==> src/design/tcc_pkg.sv <==
package tcc_pkg;

	localparam int COLUMNS = 80;
	localparam int ROWS    = 25;
	localparam int CELLS   = COLUMNS * ROWS;

	localparam int ADDR_W = $clog2(CELLS);
	localparam int ROW_W  = $clog2(ROWS);
	localparam int COL_W  = $clog2(COLUMNS);

	localparam int REQ_W     = 3;
	localparam int CHAR_W    = 8;
	localparam int IDX_W     = 11;
	localparam int ROW_OUT_W = 5;
	localparam int COL_OUT_W = 7;
	localparam int POS_W     = 11;
	localparam int CELL_W    = 16;

	localparam logic [CHAR_W-1:0] DEFAULT_COLOR = 8'h0F;
	localparam logic [CHAR_W-1:0] NEWLINE_CODE  = 8'd10;
	localparam logic [CHAR_W-1:0] BLANK_CODE    = 8'h20;

	localparam logic [REQ_W-1:0] REQ_PUT       = 3'd0;
	localparam logic [REQ_W-1:0] REQ_BACKSPACE = 3'd1;
	localparam logic [REQ_W-1:0] REQ_CLEAR     = 3'd2;
	localparam logic [REQ_W-1:0] REQ_SET_COLOR = 3'd3;
	localparam logic [REQ_W-1:0] REQ_READ      = 3'd4;

	typedef struct packed {
		logic load_req;
		logic exec;
		logic copy;
		logic fill;
		logic read_done;
		logic out_load;
	} tcc_cmd_t;

	typedef struct packed {
		logic is_clear;
		logic is_read;
		logic scroll_needed;
		logic last_copy;
		logic last_fill;
	} tcc_stat_t;

endpackage

==> src/design/tcc_ctrl.sv <==
module tcc_ctrl import tcc_pkg::*; (
	input  logic      clk,
	input  logic      arst_n,
	input  logic      in_valid,
	output logic      in_stall,
	output logic      out_valid,
	input  logic      out_stall,
	input  tcc_stat_t stat,
	output tcc_cmd_t  cmd
);

	typedef enum logic [2:0] {
		ST_INIT,
		ST_IDLE,
		ST_EXEC,
		ST_READ,
		ST_COPY,
		ST_FILL
	} state_t;

	state_t state_q;
	state_t state_d;

	assign in_stall = !((state_q == ST_IDLE) && (!out_valid || !out_stall));

	always_comb begin
		cmd = '0;
		state_d = state_q;
		cmd.load_req = in_valid && !in_stall;
		case (state_q)
			ST_INIT: begin
				cmd.fill = 1'b1;
				if (stat.last_fill) begin
					state_d = ST_IDLE;
				end
			end
			ST_IDLE: begin
				if (cmd.load_req) begin
					state_d = ST_EXEC;
				end
			end
			ST_EXEC: begin
				cmd.exec = 1'b1;
				if (stat.is_clear) begin
					state_d = ST_FILL;
				end else if (stat.scroll_needed) begin
					state_d = ST_COPY;
				end else if (stat.is_read) begin
					state_d = ST_READ;
				end else begin
					cmd.out_load = 1'b1;
					state_d = ST_IDLE;
				end
			end
			ST_READ: begin
				cmd.read_done = 1'b1;
				cmd.out_load = 1'b1;
				state_d = ST_IDLE;
			end
			ST_COPY: begin
				cmd.copy = 1'b1;
				if (stat.last_copy) begin
					state_d = ST_FILL;
				end
			end
			ST_FILL: begin
				cmd.fill = 1'b1;
				if (stat.last_fill) begin
					cmd.out_load = 1'b1;
					state_d = ST_IDLE;
				end
			end
			default: begin
				state_d = ST_IDLE;
			end
		endcase
	end

	always_ff @(posedge clk or negedge arst_n) begin
		if (!arst_n) begin
			state_q   <= ST_INIT;
			out_valid <= 1'b0;
		end else begin
			state_q <= state_d;
			if (cmd.out_load) begin
				out_valid <= 1'b1;
			end else if (!out_stall) begin
				out_valid <= 1'b0;
			end
		end
	end

endmodule

==> config.mk <==
export PLATFORM = sky130hd
export DESIGN_NAME = tcc_ctrl
export DESIGN_NICKNAME = d
export VERILOG_FILES = /design/src/design/tcc_pkg.sv /design/src/design/tcc_ctrl.sv
export SDC_FILE = /design/constraint.sdc
export NUM_CORES = 1
export LEC_CHECK = 0
export ABC_CLOCK_PERIOD_IN_PS = 1500
export BUFFER_PORTS_ARGS = -buffer_cell sky130_fd_sc_hd__clkbuf_2
export CAP_MARGIN = 20
export CORE_AREA = 2 2 39 41
export CTS_CLUSTER_DIAMETER = 50
export CTS_CLUSTER_SIZE = 30
export DETAILED_ROUTE_END_ITERATION = 12
export DIE_AREA = 0 0 41 43
export GPL_ROUTABILITY_DRIVEN = 0
export PLACE_DENSITY_LB_ADDON = 0.1
export SLEW_MARGIN = 30
export SYNTH_ARGS = -nofsm -noshare
export SYNTH_HDL_FRONTEND = slang
export SYNTH_SLANG_ARGS = --single-unit
export TNS_END_PERCENT = 1
==> constraint.sdc <==
create_clock -name clk -period 1.5 [get_ports clk]
set_clock_uncertainty 0.15 [all_clocks]
set_input_delay 0.075 -clock clk [delete_from_list [all_inputs] [get_ports clk]]
set_output_delay 0.075 -clock clk [all_outputs]
set_load 0.005 [all_outputs]
==> flow_metrics.py, run 1 <==
metrics = {
    "outcome": {
        "status": "complete, but fails checks",
        "violations": "setup timing",
    },
    "worst_setup_path": {
        "critical_path_class": "reg -> out",
        "path_max_fanout": 6,
        "r2r_setup_slack_ns": 0.17,
        "crit_end": "cmd[0]",
        "cpMaxStageDelayCell": "dfrtp_2",
        "crit_arrival_ns": 1.29,
        "crit_path_start_kind": "register",
        "cp_cell_sequence": "nand2b_4 > o22a_1 > o31ai_1 > buf_2",
        "critPathCaptureType": "output pin",
        "crit_required_ns": 1.27,
        "crit_start": "state_q[2]",
        "r2r_start": "state_q[2]",
        "r2r_end": "state_q[0]",
        "reg2reg_depth": 4,
        "cpPeakStageDelay_ns": 0.43,
    },
    "yosys": {
        "ys.flop_type": "dfrtp_1",
        "yosysUniqueCellTypes": 19,
        "ys_warn_count": 0,
        "synth_top_area_share_pct": 38.5,
        "seq_area_frac_synth_pct": 38.5,
        "synth.top_cells.by_area": "dfrtp_1, nor2b_1, nor2_1, and3_4, nand2_1",
        "synth_edf_count": 0,
        "ys_ff_latch": 4,
        "synth_cells": 30,
        "synthArstFlopShare_pct": 100,
        "synth_area_per_cell_um2": 8.68,
        "synthesis.nets": 39,
        "yosysTopAreaCell": "dfrtp_1",
        "syn-cell-area_um2": 260,
    },
    "routing": {
        "via_count": 329,
        "wl_per_cell_um": 10.9,
        "remaining_drc_errors": 0,
        "drtIter0Drc": 1,
        "antenna_left": 0,
        "routed_wl_um": 818,
        "firstDrtPassIters": 2,
        "vias_per_cell": 4.39,
    },
    "power": {
        "p_sw_share_pct": 37.8,
        "peakVddDrop_mv": 0.614,
        "p_int_mw": 0.555,
        "power_density_nw_per_um2": 1820,
        "power.switching_mw": 0.337,
        "p_leak_nw": 0.240,
        "comb_power_share_pct": 58.7,
        "seqPwrFrac_pct": 26.3,
        "p_total_mw": 0.891,
        "clkPwrFrac_pct": 15.0,
    },
    "timing": {
        "rsz0062_at_grt": "yes",
        "max_freq_mhz": 661,
        "setup_viol": 1,
        "setup_ws_ns": -0.0137,
        "tightest_slew_ns": 0.380,
        "timing.final.crit_share_pct": 101,
        "finalHoldViolations": 0,
        "relSlewSlack_pct": 74.6,
        "finalMaxSlewViolations": 0,
        "timing.hold.ws_ns": 0.0290,
        "fin_crit_ns": 1.51,
    },
    "clock_network": {
        "cts_sinks": 4,
        "cts_root_buf": "clkbuf_4",
        "clock_path_buffers": 2,
        "cts_tree": "done",
        "clk_latency_ns": 0.23,
        "clk_pin_slew_ns": 0.04,
        "h-tree-depth": 1,
        "numCtsBuffers": 3,
    },
    "floorplan": {
        "die-width_um": 41,
        "core-area_um2": 1380,
        "pin_count": 17,
        "start_util_pct": 18.8,
        "rows": 14,
        "die_area_um2": 1760,
        "die_h_um": 43,
    },
    "cells_and_area": {
        "area_growth_pct": 88.0,
        "antenna_cells": 0,
        "stdcell_area_um2": 489,
        "post-route-util_pct": 35.4,
        "multiInputGateArea_um2": 166,
        "final_cells": 75,
        "nets": 70,
        "seqCellArea_um2": 103,
        "fillCellCount": 160,
        "final_common_cell": "clkbuf_2",
        "final_cell_mix": "clkbuf_2, dlygate4sd3_1, nor2_1, buf_4",
        "drive_above_1_share_pct": 47.5,
    },
    "job": {
        "maxCapViolations": 0,
    },
    "grt": {
        "grt_usage_pct": 11.1,
        "antenna_found_initial": 0,
        "grt_overflow": 0,
        "grt_pass1_vias": 304,
        "grt_max_degree": 8,
        "grt_pass1_wl_um": 1290,
    },
    "placed_design": {
        "place_inst": 63,
        "dpl.hpwl_um": 634,
        "place_area_um2": 368,
        "numPortBuffers": 16,
    },
    "min_path": {
        "hold_path_class": "in -> async",
    },
}
==> power groups by stage <==
stage / logic [mW] / registers [mW] / clock network (mW)
2_1_floorplan: 0.244 / 0.208 / 0
3_3_place_gp: 0.426 / 0.220 / 0
3_5_place_dp: 0.430 / 0.222 / 0
4_1_cts: 0.511 / 0.230 / 0.138
5_1_grt: 0.590 / 0.251 / 0.150
6_report: 0.523 / 0.235 / 0.133
==> cells in the mapped netlist, drive strengths merged (2+ instances only) <==
cell type  instances
dfrtp              4
nand2              3
nand2b             2
inv                2
nor2               4
nor2b              3
==> layout make-up <==
type | instances | share of cell area, %
Timing Repair Buffer | 26 | 34.8
Inverter | 2 | 1.53
Tap cell | 16 | 4.09
Sequential cell | 4 | 21.0
Clock buffer | 3 | 4.60
Multi-Input combinational cell | 24 | 34.0
==> state kept, by name (all words and copies together), names as in the netlist <==
register and cells:
out_valid 1, state_q 3
==> worst max-delay path, delay by kind of cell, from the launching register on <==
kind            cells  cell delay (ns)
compound gates      2             0.29
flops               1             0.43
simple gates        1             0.18
buf+inv             1             0.15
==> what timing repair did <==
item | CTS | global route
gates cloned | 0 | 0
endpoints found under the hold margin | 8 | 0
hold buffers | 6 | 0
setup buffers | 2 | 1
endpoints found under the setup margin | 1 | 5
resized for setup | 3 | 3
==> worst min-delay path by stage <==
stage | startpoint | to | slack (ns)
floorplan | arst_n | out_valid | -0.37
global placement | arst_n | out_valid | -0.26
detailed placement | arst_n | out_valid | -0.27
CTS | arst_n | out_valid | 0.03
global route | arst_n | out_valid | 0.04
finish | arst_n | out_valid | 0.03
==> stage by stage <==
stage	setup TNS [ns]	worst slack, ns
5_1_grt	-0.209	-0.0729
2_1_floorplan	0	0.303
4_1_cts	-0.0189	-0.0189
6_report	-0.0137	-0.0137
3_3_place_gp	0	0.165
3_5_place_dp	0	0.163
==> cells by family after synthesis <==
kind of cell    count (synthesis)  share of synthesized area [%]
compound gates                  9                           26.9
buf+inv                         2                           2.89
flops                           4                           38.5
simple gates                   15                           31.7
==> metal layers <==
layer	up-vias	global-route usage (%)	share of wire (%)
met5	-	0	0
met4	0	8.00	0
met3	0	1.57	5.7
met2	13	15.9	50
met1	146	14.3	44
li1	170	-	-
Power figures use the tool's default switching activity.
==> run 2: changes to the inputs <==
--- a/config.mk
+++ b/config.mk
@@ -5,7 +5,7 @@
 export SDC_FILE = /design/constraint.sdc
 export NUM_CORES = 1
 export LEC_CHECK = 0
-export ABC_CLOCK_PERIOD_IN_PS = 1500
+export ABC_CLOCK_PERIOD_IN_PS = 1800
 export BUFFER_PORTS_ARGS = -buffer_cell sky130_fd_sc_hd__clkbuf_2
 export CAP_MARGIN = 20
 export CORE_AREA = 2 2 39 41
==> constraint.sdc (replaced) <==
create_clock -name clk -period 1.8 [get_ports clk]
set_clock_uncertainty 0.15 [all_clocks]
set_input_delay 0.09 -clock clk [delete_from_list [all_inputs] [get_ports clk]]
set_output_delay 0.09 -clock clk [all_outputs]
set_load 0.005 [all_outputs]
==> run 2 against run 1 <==
The run now ends clean. Wire length is 12% lower. Core utilization is 3.3 points lower. Final area is 9.5% lower. Critical endpoint unchanged. Count of clock-buffer cells in the layout stayed put. Die area stayed put. First-iteration DRC count is 100% lower. Via count is 6.1% lower.
==> flow_metrics.py, run 2 (synthesized netlist as in run 1, its figures left out) <==
metrics = {
    "power": {
        "power_density_nw_per_um2": 1410,
        "peakVddDrop_mv": 0.583,
        "p_leak_nw": 0.218,
    },
    "routing": {
        "remaining_drc_errors": 0,
        "via_count": 309,
        "vias_per_cell": 4.35,
        "antenna_left": 0,
        "drtIter0Drc": 0,
        "wl_per_cell_um": 10.1,
        "firstDrtPassIters": 1,
        "routed_wl_um": 717,
    },
    "placed_design": {
        "dpl_worst_slack_ns": 0.471,
        "numPortBuffers": 16,
        "place_inst": 62,
    },
    "clock_network": {
        "clock_path_buffers": 2,
        "cts_root_buf": "clkbuf_4",
        "clk_latency_ns": 0.23,
        "numCtsBuffers": 3,
        "cts_sinks": 4,
        "cts_tree": "done",
        "h-tree-depth": 1,
        "clk_pin_slew_ns": 0.04,
    },
    "cells_and_area": {
        "area_growth_pct": 70.2,
        "seqCellArea_um2": 100,
        "drive_above_1_share_pct": 38.2,
        "final_cells": 71,
        "final_cell_mix": "clkbuf_2, dlygate4sd3_1, nor2_1, dfrtp_1",
        "regMostFlops": "state_q",
        "fillCellCount": 148,
        "nets": 66,
        "final_common_cell": "clkbuf_2",
        "multiInputGateArea_um2": 153,
        "largest_reg_flops": 3,
        "antenna_cells": 0,
        "top_regs": "state_q x3, out_valid x1",
    },
    "floorplan": {
        "start_util_pct": 18.8,
        "die_area_um2": 1760,
        "die_h_um": 43,
        "die-width_um": 41,
        "core-area_um2": 1380,
        "rows": 14,
        "pin_count": 17,
    },
    "worst_setup_path": {
        "crit_path_start_kind": "input pin",
        "critPathCaptureType": "output pin",
        "r2r_setup_slack_ns": 0.53,
        "crit_required_ns": 1.56,
        "crit_arrival_ns": 1.33,
        "path_max_fanout": 3,
        "critical_path_class": "in -> out",
    },
    "timing": {
        "fin_crit_ns": 1.57,
        "tightest_slew_ns": 0.428,
        "timing.hold.ws_ns": 0.0506,
        "setup_viol": 0,
        "rsz0062_at_grt": "no",
        "finalHoldViolations": 0,
        "relSlewSlack_pct": 70.7,
        "finalMaxSlewViolations": 0,
        "setup_ws_ns": 0.233,
        "fin_tns_setup_ns": 0,
        "timing.final.crit_share_pct": 87.1,
        "max_freq_mhz": 638,
    },
    "grt": {
        "grt_pass1_vias": 336,
        "antenna_found_initial": 0,
        "grt_usage_pct": 10.7,
        "grt_overflow": 0,
        "grt_pass1_wl_um": 1240,
        "grt_max_degree": 8,
    },
    "job": {
        "maxCapViolations": 0,
    },
    "min_path": {
        "hold_path_class": "in -> async",
    },
    "outcome": {
        "status": "finished clean",
    },
}
## run 2: path summary, 6_finish.rpt
| path | from | to | depth (start not counted) |
|---|---|---|---|
| worst min register to register | out_valid | out_valid | 2 |
| worst min-delay path | arst_n | state_q[1] | 2 |
| worst max register to register | state_q[2] | state_q[0] | 3 |
| max in group asynchronous | arst_n | state_q[2] | 2 |
| min in group clk | in_valid | state_q[0] | 3 |
| worst max-delay path | stat[2] | cmd[0] | 5 |
## run 2: worst max-delay path: stages
cell and delay (ns):
dlygate4sd3_1 0.53, clkbuf_2 0.12, or2_1 0.24, o31ai_1 0.20, clkbuf_2 0.15
## run 2: through the flow
stage	power, mW	utilization (%)	area [um^2]
after detailed placement	0.517	26.0	360
after floorplan	0.376	-	260
final	0.623	32.0	443
after global routing	0.697	32.0	443
after global placement	0.515	26.0	360
after CTS	0.640	32.0	443
## run 2: layer usage
layer | up-vias | track usage (%) | routed length (um)
li1 | 160 | - | -
met4 | 0 | 10.0 | 0
met5 | - | 0 | 0
met3 | 0 | 1.57 | 46
met2 | 11 | 15.3 | 374
met1 | 138 | 12.7 | 296
## run 2: final cells by class
class,instances,area share [%]
Multi-Input combinational cell,24,34.5
Timing Repair Buffer,22,31.6
Sequential cell,4,22.6
Clock buffer,3,5.08
Tap cell,16,4.52
Inverter,2,1.69
## run 2: power breakdown
part / internal (mW) / switching, mW
combinational: 0.174 / 0.160
sequential: 0.132 / 0.0489
clock: 0.0744 / 0.0339
total: 0.380 / 0.243
## run 2: timing repair
item | CTS | global route
endpoints found under the hold margin | 8 | 0
setup endpoints to repair | 0 | 0
resized for setup | 0 | 0
hold buffers | 6 | 0
buffers inserted | 0 | 0
==> run 3: changes to the inputs <==
--- a/config.mk
+++ b/config.mk
@@ -5,9 +5,8 @@
 export SDC_FILE = /design/constraint.sdc
 export NUM_CORES = 1
 export LEC_CHECK = 0
-export ABC_CLOCK_PERIOD_IN_PS = 1800
+export ABC_CLOCK_PERIOD_IN_PS = 1600
 export BUFFER_PORTS_ARGS = -buffer_cell sky130_fd_sc_hd__clkbuf_2
-export CAP_MARGIN = 20
 export CORE_AREA = 2 2 39 41
 export CTS_CLUSTER_DIAMETER = 50
 export CTS_CLUSTER_SIZE = 30
==> constraint.sdc (replaced) <==
create_clock -name clk -period 1.6 [get_ports clk]
set_clock_uncertainty 0.15 [all_clocks]
set_input_delay 0.32 -clock clk [delete_from_list [all_inputs] [get_ports clk]]
set_output_delay 0.32 -clock clk [all_outputs]
set_load 0.005 [all_outputs]
==> run 3 against run 2 <==
The run now ends with setup timing left. Critical path depth down 1. Largest power group unchanged. Core utilization down 1.8 points. Largest cell class unchanged. Sequential cell count unchanged. Non-clock buffer count fell by 3. Via count did not move. Global-route usage down 0.22 points. Register-to-register slack worse by 0.31 ns. Sequential power rose by 22%.
==> flow_metrics.py, run 3 (synthesized netlist as in run 1, its figures left out) <==
metrics = {
    "grt": {
        "grt_max_degree": 8,
        "antenna_found_initial": 0,
        "grt_pass1_wl_um": 1190,
        "grt_overflow": 0,
        "grt_pass1_vias": 295,
        "grt_usage_pct": 10.5,
    },
    "timing": {
        "setup_viol": 5,
        "finalHoldViolations": 0,
        "tightest_slew_ns": 0.442,
        "relSlewSlack_pct": 69.7,
        "max_freq_mhz": 577,
        "setup_ws_ns": -0.132,
        "timing.hold.ws_ns": 0.135,
        "finalMaxSlewViolations": 0,
        "timing.final.crit_share_pct": 108,
        "rsz0062_at_grt": "yes",
        "fin_crit_ns": 1.73,
    },
    "power": {
        "power.switching_mw": 0.295,
        "clkPwrFrac_pct": 16.3,
        "p_leak_nw": 0.207,
        "power_density_nw_per_um2": 1820,
        "comb_power_share_pct": 54.7,
        "p_sw_share_pct": 38.8,
        "peakVddDrop_mv": 0.670,
        "seqPwrFrac_pct": 29.0,
        "p_int_mw": 0.465,
    },
    "clock_network": {
        "numCtsBuffers": 3,
        "clk_latency_ns": 0.24,
        "clock_path_buffers": 2,
        "cts_root_buf": "clkbuf_4",
        "cts_sinks": 4,
        "cts_tree": "done",
        "clk_pin_slew_ns": 0.04,
        "h-tree-depth": 1,
    },
    "routing": {
        "remaining_drc_errors": 0,
        "antenna_left": 0,
        "via_count": 309,
        "firstDrtPassIters": 3,
        "wl_per_cell_um": 10.9,
        "vias_per_cell": 4.54,
        "drtIter0Drc": 3,
        "routed_wl_um": 741,
    },
    "floorplan": {
        "die-width_um": 41,
        "core-area_um2": 1380,
        "die_area_um2": 1760,
        "start_util_pct": 18.8,
        "rows": 14,
        "pin_count": 17,
        "die_h_um": 43,
    },
    "placed_design": {
        "place_area_um2": 368,
        "numPortBuffers": 16,
        "dpl_worst_slack_ns": 0.0390,
        "dpl.hpwl_um": 608,
    },
    "min_path": {
        "hold_depth": 2,
        "hold_path_class": "in -> reg",
    },
    "cells_and_area": {
        "stdcell_area_um2": 418,
        "post-route-util_pct": 30.2,
        "regMostFlops": "state_q",
        "final_cell_mix": "clkbuf_2, nor2_1, nand2_1, clkbuf_4",
        "final_common_cell": "clkbuf_2",
        "largest_reg_flops": 3,
        "fillCellCount": 152,
        "top_regs": "state_q x3, out_valid x1",
        "area_growth_pct": 60.6,
        "drive_above_1_share_pct": 50.0,
        "nets": 63,
        "antenna_cells": 0,
    },
    "worst_setup_path": {
        "crit_path_start_kind": "register",
        "r2r_start": "state_q[2]",
        "crit_arrival_ns": 1.26,
        "critical_path_class": "reg -> out",
        "crit_required_ns": 1.13,
        "crit_end": "cmd[0]",
        "r2r_setup_slack_ns": 0.22,
        "crit_start": "state_q[2]",
        "critPathCaptureType": "output pin",
        "path_max_fanout": 6,
        "r2r_end": "state_q[0]",
        "reg2reg_depth": 3,
    },
    "outcome": {
        "status": "complete, but fails checks",
        "violations": "setup timing",
    },
    "job": {
        "maxCapViolations": 0,
    },
}
run 3: cell count changes in the layout (fill, tap and decap cells not counted), moves of 2 or more:
| cell | before | now |
|---|---|---|
| buf_4 | 0 | 2 |
| dfrtp_1 | 4 | 2 |
| dfrtp_2 | 0 | 2 |
| dlygate4sd3_1 | 6 | 1 |
run 3: what timing repair did:
| item | in CTS | in global routing |
|---|---|---|
| gates resized for setup | 3 | 2 |
| cloned | 0 | 0 |
| hold buffers | 1 | 0 |
| endpoints found under the setup margin | 7 | 7 |
| buffers inserted | 0 | 1 |
| endpoints found under the hold margin | 4 | 0 |
| pin swaps | 0 | 0 |
run 3: worst max-delay path, cell delays in order, from the launching register on:
cell and delay, ns:
dfrtp_2 0.43, nand2b_4 0.17, o22a_1 0.21, o31ai_1 0.07, buf_2 0.15
run 3: layout make-up:
class                           instances  area (um^2)  area share [%]
Multi-Input combinational cell         24          160            38.3
Inverter                                2         7.51            1.80
Tap cell                               16         20.0            4.79
Clock buffer                            3         22.5            5.39
Timing Repair Buffer                   19          105            25.1
Sequential cell                         4          103            24.6
run 3: stage by stage:
stage,power [mW],setup TNS (ns),instances
final,0.760,-0.323,68
after detailed placement,0.599,0,63
after global placement,0.604,0,63
after global routing,0.844,-0.801,68
after floorplan,0.423,0,30
after CTS,0.756,-0.430,67
run 3: metal layers:
layer	routed length, um	GRT usage, %
met1	334	13.9
met2	325	13.4
met3	80	4.71
met4	0	6.00
met5	0	0
run 3: worst min-delay path by stage:
stage / from / endpoint / slack, ns
after floorplan: arst_n / out_valid / -0.13
after global placement: arst_n / state_q[1] / -0.02
after detailed placement: arst_n / out_valid / -0.02
after CTS: stat[0] / state_q[2] / 0.13
after global routing: stat[0] / state_q[2] / 0.13
final: stat[0] / state_q[2] / 0.13
run 3: power groups by stage:
stage | Sequential, mW | Combinational, mW | Clock [mW]
6_report | 0.221 | 0.416 | 0.124
3_5_place_dp | 0.211 | 0.388 | 0
2_1_floorplan | 0.195 | 0.228 | 0
5_1_grt | 0.230 | 0.473 | 0.141
3_3_place_gp | 0.212 | 0.392 | 0
4_1_cts | 0.220 | 0.405 | 0.130
